## src/design/float32_to_half_converter_core_macros.svh

```systemverilog
// Assertion macros for the float32 to half converter core.
// Included by the top level; no other dependencies.
`ifndef FLOAT32_TO_HALF_CONVERTER_CORE_MACROS_SVH
`define FLOAT32_TO_HALF_CONVERTER_CORE_MACROS_SVH
`ifndef SYNTHESIS
`define F2H_ASSERT_IMPL(label, clk, rst_n, prop) \
	label: assert property (@(posedge clk) disable iff (!rst_n) prop) \
		else $error("assertion failed");
`define F2H_ASSERT_RESET(label, clk, rst_n, prop) \
	label: assert property (@(posedge clk) prop) else $error("reset assertion failed");
`else
`define F2H_ASSERT_IMPL(label, clk, rst_n, prop)
`define F2H_ASSERT_RESET(label, clk, rst_n, prop)
`endif
`endif

```

## src/design/f2h_pkg.sv

```systemverilog
// Shared constants and types for the float32 to half converter.
// No dependencies.
`timescale 1ns / 1ps
`default_nettype none
package f2h_pkg;
	localparam logic [31:0] MAG_MASK     = 32'h7FFF_FFFF;
	localparam logic [31:0] INF_PATTERN  = 32'h7F80_0000;
	localparam logic [31:0] MAX_HALF_PAT = 32'h477F_E000;
	localparam logic [8:0]  REBIAS       = 9'd112;
	localparam logic [15:0] OVF_HALF     = 16'hFFFF;

	typedef struct packed {
		logic [15:0] half_bits;
		logic        overflowed;
	} f2h_result_t;
endpackage
`default_nettype wire

```

## src/design/float32_to_half_converter_core.sv

```systemverilog
// Float32 to half converter top level: input register, converter, output register.
// Depends on f2h_pkg, f2h_convert and the assertion macro header.
//
// Usage:
//   Input channel: single_bits with in_valid / in_stall. A transaction is
//   taken at a clock edge where in_valid is high and in_stall is low.
//   Output channel: half_bits and overflowed with out_valid / out_stall.
//   Path: an accepted input passes through the input register, the
//   converter and the result register before it reaches the output.
//   Throughput: one transaction per cycle while out_stall is low; the input
//   register and the result register form a two-stage pipeline that
//   advances whenever the downstream stage is empty or being drained.
//   Stall: when out_stall is high with out_valid high, the result register holds its value;
//   the input register still accepts while it is empty, then in_stall rises.
//   Reset: arst_n low clears both valid flags asynchronously; no
//   transaction is lost or invented across reset release.
`timescale 1ns / 1ps
`default_nettype none
`include "float32_to_half_converter_core_macros.svh"
module float32_to_half_converter_core import f2h_pkg::*; (
	input  wire logic        clk,
	input  wire logic        arst_n,
	input  wire logic        in_valid,
	output logic             in_stall,
	input  wire logic [31:0] single_bits,
	output logic             out_valid,
	input  wire logic        out_stall,
	output logic [15:0]      half_bits,
	output logic             overflowed
);
	logic        valid_s1;
	logic [31:0] bits_s1;
	logic        valid_s2;
	f2h_result_t res_s2;
	f2h_result_t res_c;
	logic        adv_s2;
	logic        adv_s1;

	assign adv_s2 = !valid_s2 || !out_stall;
	assign in_stall = valid_s1 && !adv_s2;
	assign adv_s1 = in_valid && !in_stall;

	f2h_convert u_convert (
		.single_bits(bits_s1),
		.result(res_c)
	);

	always_ff @(posedge clk or negedge arst_n) begin
		if (!arst_n) begin
			valid_s1 <= 1'b0;
			valid_s2 <= 1'b0;
		end else begin
			if (adv_s2) valid_s2 <= valid_s1;
			if (!in_stall) valid_s1 <= in_valid;
		end
	end

	always_ff @(posedge clk) begin
		if (adv_s1) bits_s1 <= single_bits;
		if (adv_s2 && valid_s1) res_s2 <= res_c;
	end

	assign out_valid = valid_s2;
	assign half_bits = res_s2.half_bits;
	assign overflowed = res_s2.overflowed;

	`F2H_ASSERT_IMPL(a_ovf_pattern, clk, arst_n, out_valid && overflowed |-> half_bits == OVF_HALF)
	`F2H_ASSERT_IMPL(a_stall_only_full, clk, arst_n, in_stall |-> valid_s1 && valid_s2)
	`F2H_ASSERT_IMPL(a_hold_on_stall, clk, arst_n, out_valid && out_stall |=> out_valid && $stable(half_bits))
	`F2H_ASSERT_RESET(a_reset_empty, clk, arst_n, !arst_n |=> !out_valid && !in_stall)
endmodule
`default_nettype wire

```

## src/design/f2h_convert.sv

```systemverilog
// Combinational binary32 to binary16 conversion with half-up guard rounding.
// Depends on f2h_pkg.
`timescale 1ns / 1ps
`default_nettype none
module f2h_convert import f2h_pkg::*; (
	input  wire logic [31:0] single_bits,
	output f2h_result_t      result
);
	logic [30:0] mag;
	logic        sign;
	logic [9:0]  e;
	logic [10:0] sig_n;
	logic [3:0]  sh;
	logic [10:0] sig_sh;
	logic        guard;
	logic [11:0] sig_r;
	logic [4:0]  e_base;
	logic [4:0]  e_out;
	logic [9:0]  f_out;

	always_comb begin
		mag = single_bits[30:0];
		sign = single_bits[31];
		e = {2'b00, mag[30:23]} - {1'b0, REBIAS};
		sig_n = {1'b1, mag[22:13]};
		sh = 4'(10'd1 - e);
		sig_sh = sig_n >> sh;
		guard = 1'b0;
		e_base = 5'd0;
		if (!e[9] && e != 10'd0) begin
			guard = mag[12];
			sig_r = {1'b0, sig_n} + 12'(guard);
			e_base = e[4:0];
		end else begin
			guard = sig_n[sh - 4'd1];
			sig_r = {1'b0, sig_sh} + 12'(guard);
			e_base = sig_r[10] ? 5'd1 : 5'd0;
		end
		e_out = e_base;
		f_out = sig_r[9:0];
		if (sig_r[11]) begin
			e_out = e_base + 5'd1;
			f_out = sig_r[10:1];
		end
		result.overflowed = 1'b0;
		result.half_bits = {sign, e_out, f_out};
		if ({1'b0, mag} > INF_PATTERN) begin
			result.half_bits = 16'd0;
		end else if ({1'b0, mag} > MAX_HALF_PAT) begin
			result.half_bits = OVF_HALF;
			result.overflowed = 1'b1;
		end else if (mag == 31'd0 || ($signed(e) < -10'sd9)) begin
			result.half_bits = 16'd0;
		end
	end
endmodule
`default_nettype wire
```

## config.mk

```make
export PLATFORM = sky130hd
export DESIGN_NAME = float32_to_half_converter_core
export DESIGN_NICKNAME = d
export VERILOG_FILES = /design/src/design/f2h_pkg.sv /design/src/design/float32_to_half_converter_core.sv /design/src/design/f2h_convert.sv
export VERILOG_INCLUDE_DIRS = /design/src /design/src/design
export SDC_FILE = /design/constraint.sdc
export NUM_CORES = 1
export LEC_CHECK = 0
export ABC_AREA = 1
export BUFFER_PORTS_ARGS = -buffer_cell sky130_fd_sc_hd__buf_2
export CAP_MARGIN = 20
export CORE_MARGIN = 2
export CORE_UTILIZATION = 43
export CTS_CLUSTER_DIAMETER = 50
export DETAILED_ROUTE_END_ITERATION = 10
export PLACE_DENSITY = 0.65
export SKIP_LAST_GASP = 1
export SYNTH_ARGS = -nofsm -noshare
export SYNTH_HDL_FRONTEND = slang
export SYNTH_SLANG_ARGS = --single-unit
```

## constraint.sdc

```tcl
create_clock -name clk -period 4.4 [get_ports clk]
set_input_delay 0.88 -clock clk [delete_from_list [all_inputs] [get_ports clk]]
set_output_delay 0.88 -clock clk [all_outputs]
set_load 0.01 [all_outputs]
```

# Word-level counts from Yosys, hierarchy flattened
# Index checks and enable logic that the tools add are counted.
[totals]
wordCells = 39
register_bits = 51
inputBits = 36
out_inout_bits = 19
[classes]
mux = 10
reduce_logical = 13
n_lt_le_gt_ge = 4
addsub = 6
n_shift = 1
[op_table]
columns = ["operator", "count"]
rows = [
  ["31-bit greater-than comparator, second input constant", 2],
  ["16-bit 2-to-1 mux", 2],
  ["31-bit zero test", 1],
  ["11-bit by 1-bit adder with 12-bit output", 2],
  ["12-bit 2-to-1 mux", 1],
  ["11-bit by 4-bit right shift with 11-bit output", 1],
  ["10-bit 2-to-1 mux", 1],
  ["5-bit 2-to-1 mux", 2],
  ["10-bit nonzero test", 1],
  ["9-bit by 5-bit < comparator with 1-bit output, second input constant", 1],
  ["8-bit by 7-bit subtractor with 9-bit output, second input constant", 1],
  ["5-bit by 1-bit adder with 5-bit output, second input constant", 1],
  ["1-bit zero test", 5],
  ["4-bit by 5-bit < comparator with 1-bit output, second input constant", 1],
  ["1-bit binary-select mux with 4-bit select", 1],
  ["1-bit logical AND", 4],
  ["1-bit by 4-bit subtractor with 4-bit output, first input constant", 1],
  ["4-bit by 1-bit subtractor with 4-bit output, second input constant", 1],
  ["1-bit 2-to-1 mux", 3],
  ["1-bit logical OR", 2],
]

# Depth between registers and ports, before layout
[logic_depth]
depth_word = 12
mapped_depth = 26
depth_no_buf = 25

# Modules after synthesis
# A second synthesis with hierarchy kept.
[unflattened]
cells_unflattened = 404
area_unflattened_um2 = 3423.3
[by_module_without_submodules]
columns = ["module", "area_each_um2", "n_inst", "cells_each"]
rows = [
  ["f2h_convert", 1856.8, 1, 343],
  ["float32_to_half_converter_core", 1566.5, 1, 61],
]

# Worst setup path before layout
# Ideal clock, no wire load.
[synth_path]
path_kind = "flip-flop to flip-flop"
startpoint = "register bits_s1[24]"
endpoint = "register res_s2 (netlist bit half_bits[14]) (data pin)"
arrival_ns = 3.144
path_buffers = 1
setup_time_ns = 0.249
synth_period_minus_slack_ns = 3.394
stages_incl_launch_ff = 26
setup_slack_ns = 1.006
path_cell_list = "edfxtp_1 -> inv_1 -> buf_2 -> ha_1 -> nand2_1 -> inv_1 -> nor2_1 -> inv_1 -> nand2_1 -> nand3_1 -> o21ai_0 -> ha_1 -> ha_1 -> nand3_2 -> nor2_2 -> nand3_1 -> nand3_1 -> nand2_1 -> inv_1 -> ha_1 -> nand3_1 -> xnor2_1 -> nand2_1 -> nand3_1 -> nand2_1 -> inv_1"
[synth_via]
elab_chain_len = 12
elab_cells_between_ends = 22
[synth_lines]
columns = ["item", "line", "rtl"]
rows = [
  ["start, declared", "float32_to_half_converter_core.sv:32", "logic [31:0] bits_s1;"],
  ["start signal, assigned", "float32_to_half_converter_core.sv:59", "if (adv_s1) bits_s1 <= single_bits;"],
  ["8-bit by 7-bit subtractor with 9-bit output", "f2h_convert.sv:24", "e = {2'b00, mag[30:23]} - {1'b0, REBIAS};"],
  ["1-bit by 4-bit subtractor with 4-bit output", "f2h_convert.sv:26", "sh = 4'(10'd1 - e);"],
  ["4-bit by 1-bit subtractor with 4-bit output", "f2h_convert.sv:35", "guard = sig_n[sh - 4'd1];"],
  ["1-bit binary-select mux with 4-bit select", "f2h_convert.sv:35", ""],
  ["1-bit 2-to-1 mux (implied by the code)", "f2h_convert.sv:35", ""],
  ["11-bit by 1-bit adder with 12-bit output", "f2h_convert.sv:36", "sig_r = {1'b0, sig_sh} + 12'(guard);"],
  ["1-bit 2-to-1 mux", "f2h_convert.sv:37", "e_base = sig_r[10] ? 5'd1 : 5'd0;"],
  ["5-bit 2-to-1 mux", "f2h_convert.sv:30", "if (!e[9] && e != 10'd0) begin"],
  ["5-bit by 1-bit adder with 5-bit output", "f2h_convert.sv:42", "e_out = e_base + 5'd1;"],
  ["5-bit 2-to-1 mux", "f2h_convert.sv:41", "if (sig_r[11]) begin"],
  ["16-bit 2-to-1 mux", "f2h_convert.sv:52", "end else if (mag == 31'd0 || ($signed(e) < -10'sd9)) begin"],
  ["16-bit 2-to-1 mux", "f2h_convert.sv:49", "end else if ({1'b0, mag} > MAX_HALF_PAT) begin"],
  ["end signal, assigned", "float32_to_half_converter_core.sv:60", "if (adv_s2 && valid_s1) res_s2 <= res_c;"],
  ["end, declared", "float32_to_half_converter_core.sv:34", "f2h_result_t res_s2;"],
]
# Parallel ways exist; a longest one is shown, timed or not. The select of a mux whose other input is x is not followed.
# A chain may end at the register's enable or synchronous reset.

# Worst setup path after layout
[layout_path]
startpoint = "register bits_s1[25]"
endpoint = "register res_s2 (netlist bit half_bits[14]) (data pin)"
# Same word-level chain as after synthesis.

==> impl_results.md <==
* Net Count, Synth at 475
* Final min period at 3600 ps
* RSZ-0062 raised after global routing: false
* Status: complete, no violations
* Maxcap violations at 0
* Chip Height at 93.81 µm
* Max Clk Rate at 277.7 MHz
* Drt total wl at 7412 µm
* CP required at 4480 ps
* Post-CTS Resized at 0
* GPL Wtd Cong at 0.9011
* Max VDD drop at 176.0 µV
* Flop2flop setup slack at 800 ps
* Syn. warnings at 0
* Root buffer cell: clkbuf_8
* First-pass GRT wire length at 12,610 µm
* Port Buffers at 54
* Largest net degree at the start of global routing at 33
* Die area at 8800 µm²
* Final Max Slew Viols at 0
* CTS Buffer Depth at 2
* Top cell type by total area after synthesis: edfxtp_1
* Leading post-synthesis cells by cell area: edfxtp_1 (42%), nand2_1 (11%), nand3_1 (6.8%)
* Via total after detailed routing at 2,944
* Core area at 7767 µm²
* DR pass1 iterations at 5
* Cell Rows at 32
* Drt drc at 0
* Final setup fails at 0
* Skew final at 7.222 ps
* Slew @ Worst Pin at 717.9 ps
* Fillers at 771
* Max-slew headroom at 51.96%
* Routed len/inst at 12.76 µm
* Post-synth top area share at 42.42%
* Sequential Area at 1521 µm²
* Layout area overhead at 14.36%
* Post-route cell area at 3966 µm²
* Synth cell types at 35
* Die W at 93.81 µm
* Wl on met1 at 3347 µm
* Total GRT Usage at 17.95%
* Syn Area/Cell at 8.238 µm²
* Pwr dens at 302.9 nW/µm²
* Worst skew pair latency at 310 ps
* Ant. Diodes at 0
* EDFF count, synth at 49
* Clock transition at the registers of the reported paths at 100 ps
* Final ANT Viol Nets at 0
* Routed met2 length at 3564 µm
* Post-CTS setup buffers at 0
* CTS tree: done
* GRT overflow at 0
* Sequential area share after synthesis at 43.87%
* Initial Util at 44.65%
* Setup crit end kind: flop
* Crit share post-route at 81.83%
* CTS Hold Bufs at 0
* Initial antenna violation count at 0
* Met3 wire len at 385 µm
* DP Area at 3841 µm²
* Min-Delay Path Class: in -> async
* Drt via density at 5.067
* Post-synthesis cell count at 421
* I/O pins at 55
* Leak Pwr at 1.766 nW
* TritonCTS Buffers at 5
* Num Clock Sinks at 51
* Worst Path Max Fanout at 5
* Main flop type after synthesis: edfxtp_1
* Startpoint types: flop
* Hold Violations, Final at 0
* WP data arrival at 3680 ps
* Hold WS at 333.8 ps
* Asr flop ratio synth at 3.922%
* Flops & latches, synth at 51
* Htree depth at 2
* Fraction of layout cells with a size suffix above 1 at 21.92%
* Setup TNS at 0 ps
* DR top layer: met4
* Final net count at 532
* Starting DRT DRC Count at 171
* Crit path kind: reg -> reg
* Area of the multi-input gates at 1702 µm²
* Netlist Area Pre-Place at 3468 µm²
* Number of global-route vias before repair at 2,730
* Detail Placement HPWL at 6112 µm
==> per-layer routing <==
layer	global-route usage (%)	vias up
met1	23.80	1323
li1	-	1527
met4	4.831	0
met3	2.648	13
met2	30.65	81
met5	0	-
==> where the power goes <==
| part | switching, mW | internal (mW) | total [mW] |
|---|---|---|---|
| clock | 0.157 | 0.118 | 0.275 |
| combinational | 0.204 | 0.112 | 0.316 |
| sequential | 0.0224 | 0.588 | 0.610 |
| total | 0.384 | 0.818 | 1.20 |
==> path summary, 6_finish.rpt <==
| check | start | endpoint | depth (start not counted) |
|---|---|---|---|
| setup reg to reg | bits_s1[25] | half_bits[14] | 24 |
| min in group clk | valid_s1 | out_valid | 2 |
| hold / removal | arst_n | out_valid | 1 |
| max in group asynchronous | arst_n | valid_s1 | 1 |
| setup / recovery | bits_s1[25] | half_bits[14] | 24 |
| hold reg to reg | valid_s1 | out_valid | 2 |
==> logic make-up (layout without fill, tap and decap cells) <==
| kind of cell | count (synthesis) | after routing | share of synthesized area (%) |
|---|---|---|---|
| AND/OR/NAND/NOR | 237 | 237 | 32.22 |
| buffers and inverters | 59 | 117 | 7.071 |
| flip-flops | 51 | 51 | 43.87 |
| AO/OA/AOI/OAI | 44 | 44 | 7.323 |
| adder cells (fa/ha/maj) | 18 | 18 | 6.494 |
| XOR/XNOR | 12 | 12 | 3.031 |
==> Yosys cell counts, types with 6 or more instances <==
library cell	number
nand4_1	9
nand2_1	105
ha_1	18
nor2_2	6
nor3_1	7
nand3_1	47
a21oi_1	7
nand2_2	11
edfxtp_1	49
o21ai_1	7
xor2_1	9
nor2_1	37
inv_1	43
inv_2	6
o21ai_0	18
==> per-stage QoR <==
stage	instances	util, %	power [mW]	setup WS (ps)
after floorplan	421	-	0.8391	1006
after global placement	572	49.45	0.9309	908.0
after detailed placement	572	49.45	0.9336	814.2
after CTS	580	50.71	1.206	808.2
after global routing	581	51.06	1.278	348.3
final	581	51.06	1.201	799.6
==> cell type report <==
| type | instances | area share, % |
|---|---|---|
| multi-input cells | 311 | 42.90 |
| flip-flops and latches | 51 | 38.36 |
| repair buffers | 59 | 8.265 |
| inverters | 50 | 4.795 |
| well taps | 102 | 3.218 |
| clock buffers | 5 | 1.735 |
| clock inverters | 3 | 0.7256 |
==> flip-flops by register name, indices dropped and copies added, names as in the netlist <==
| name | flops |
|---|---|
| overflowed | 1 |
| half_bits | 16 |
| bits_s1 | 32 |
| valid_s1 | 1 |
| out_valid | 1 |
==> placed cells by master (no fill, tap or decap), drive strengths merged <==
master,instances
xnor2,3
nor3,7
a32oi,1
buf,59
edfxtp,49
or2,1
ha,18
nand2,118
clkinv,2
o21a,1
xor2,9
dfrtp,2
a21oi,7
nor4,3
o21ai,28
o31ai,2
nor2,46
o211ai,4
a31oi,1
nand4,10
nand3,51
nor4b,1
clkbuf,5
inv,51
==> worst max-delay path, cell delays in order (launching register included) <==
cell	delay, ps
edfxtp_1	450
inv_1	160
ha_1	350
nand2_1	140
inv_1	50
nor2_1	130
inv_1	80
nand2_1	80
nand3_1	70
o21ai_0	110
ha_1	300
ha_1	230
nand3_2	120
nor2_2	150
nand3_1	90
nand3_1	110
nand2_1	80
inv_1	60
ha_1	160
nand3_1	110
xnor2_1	140
nand2_1	60
nand3_1	70
nand2_1	50
inv_1	30
No activity file was read; power rests on OpenSTA's default activity.
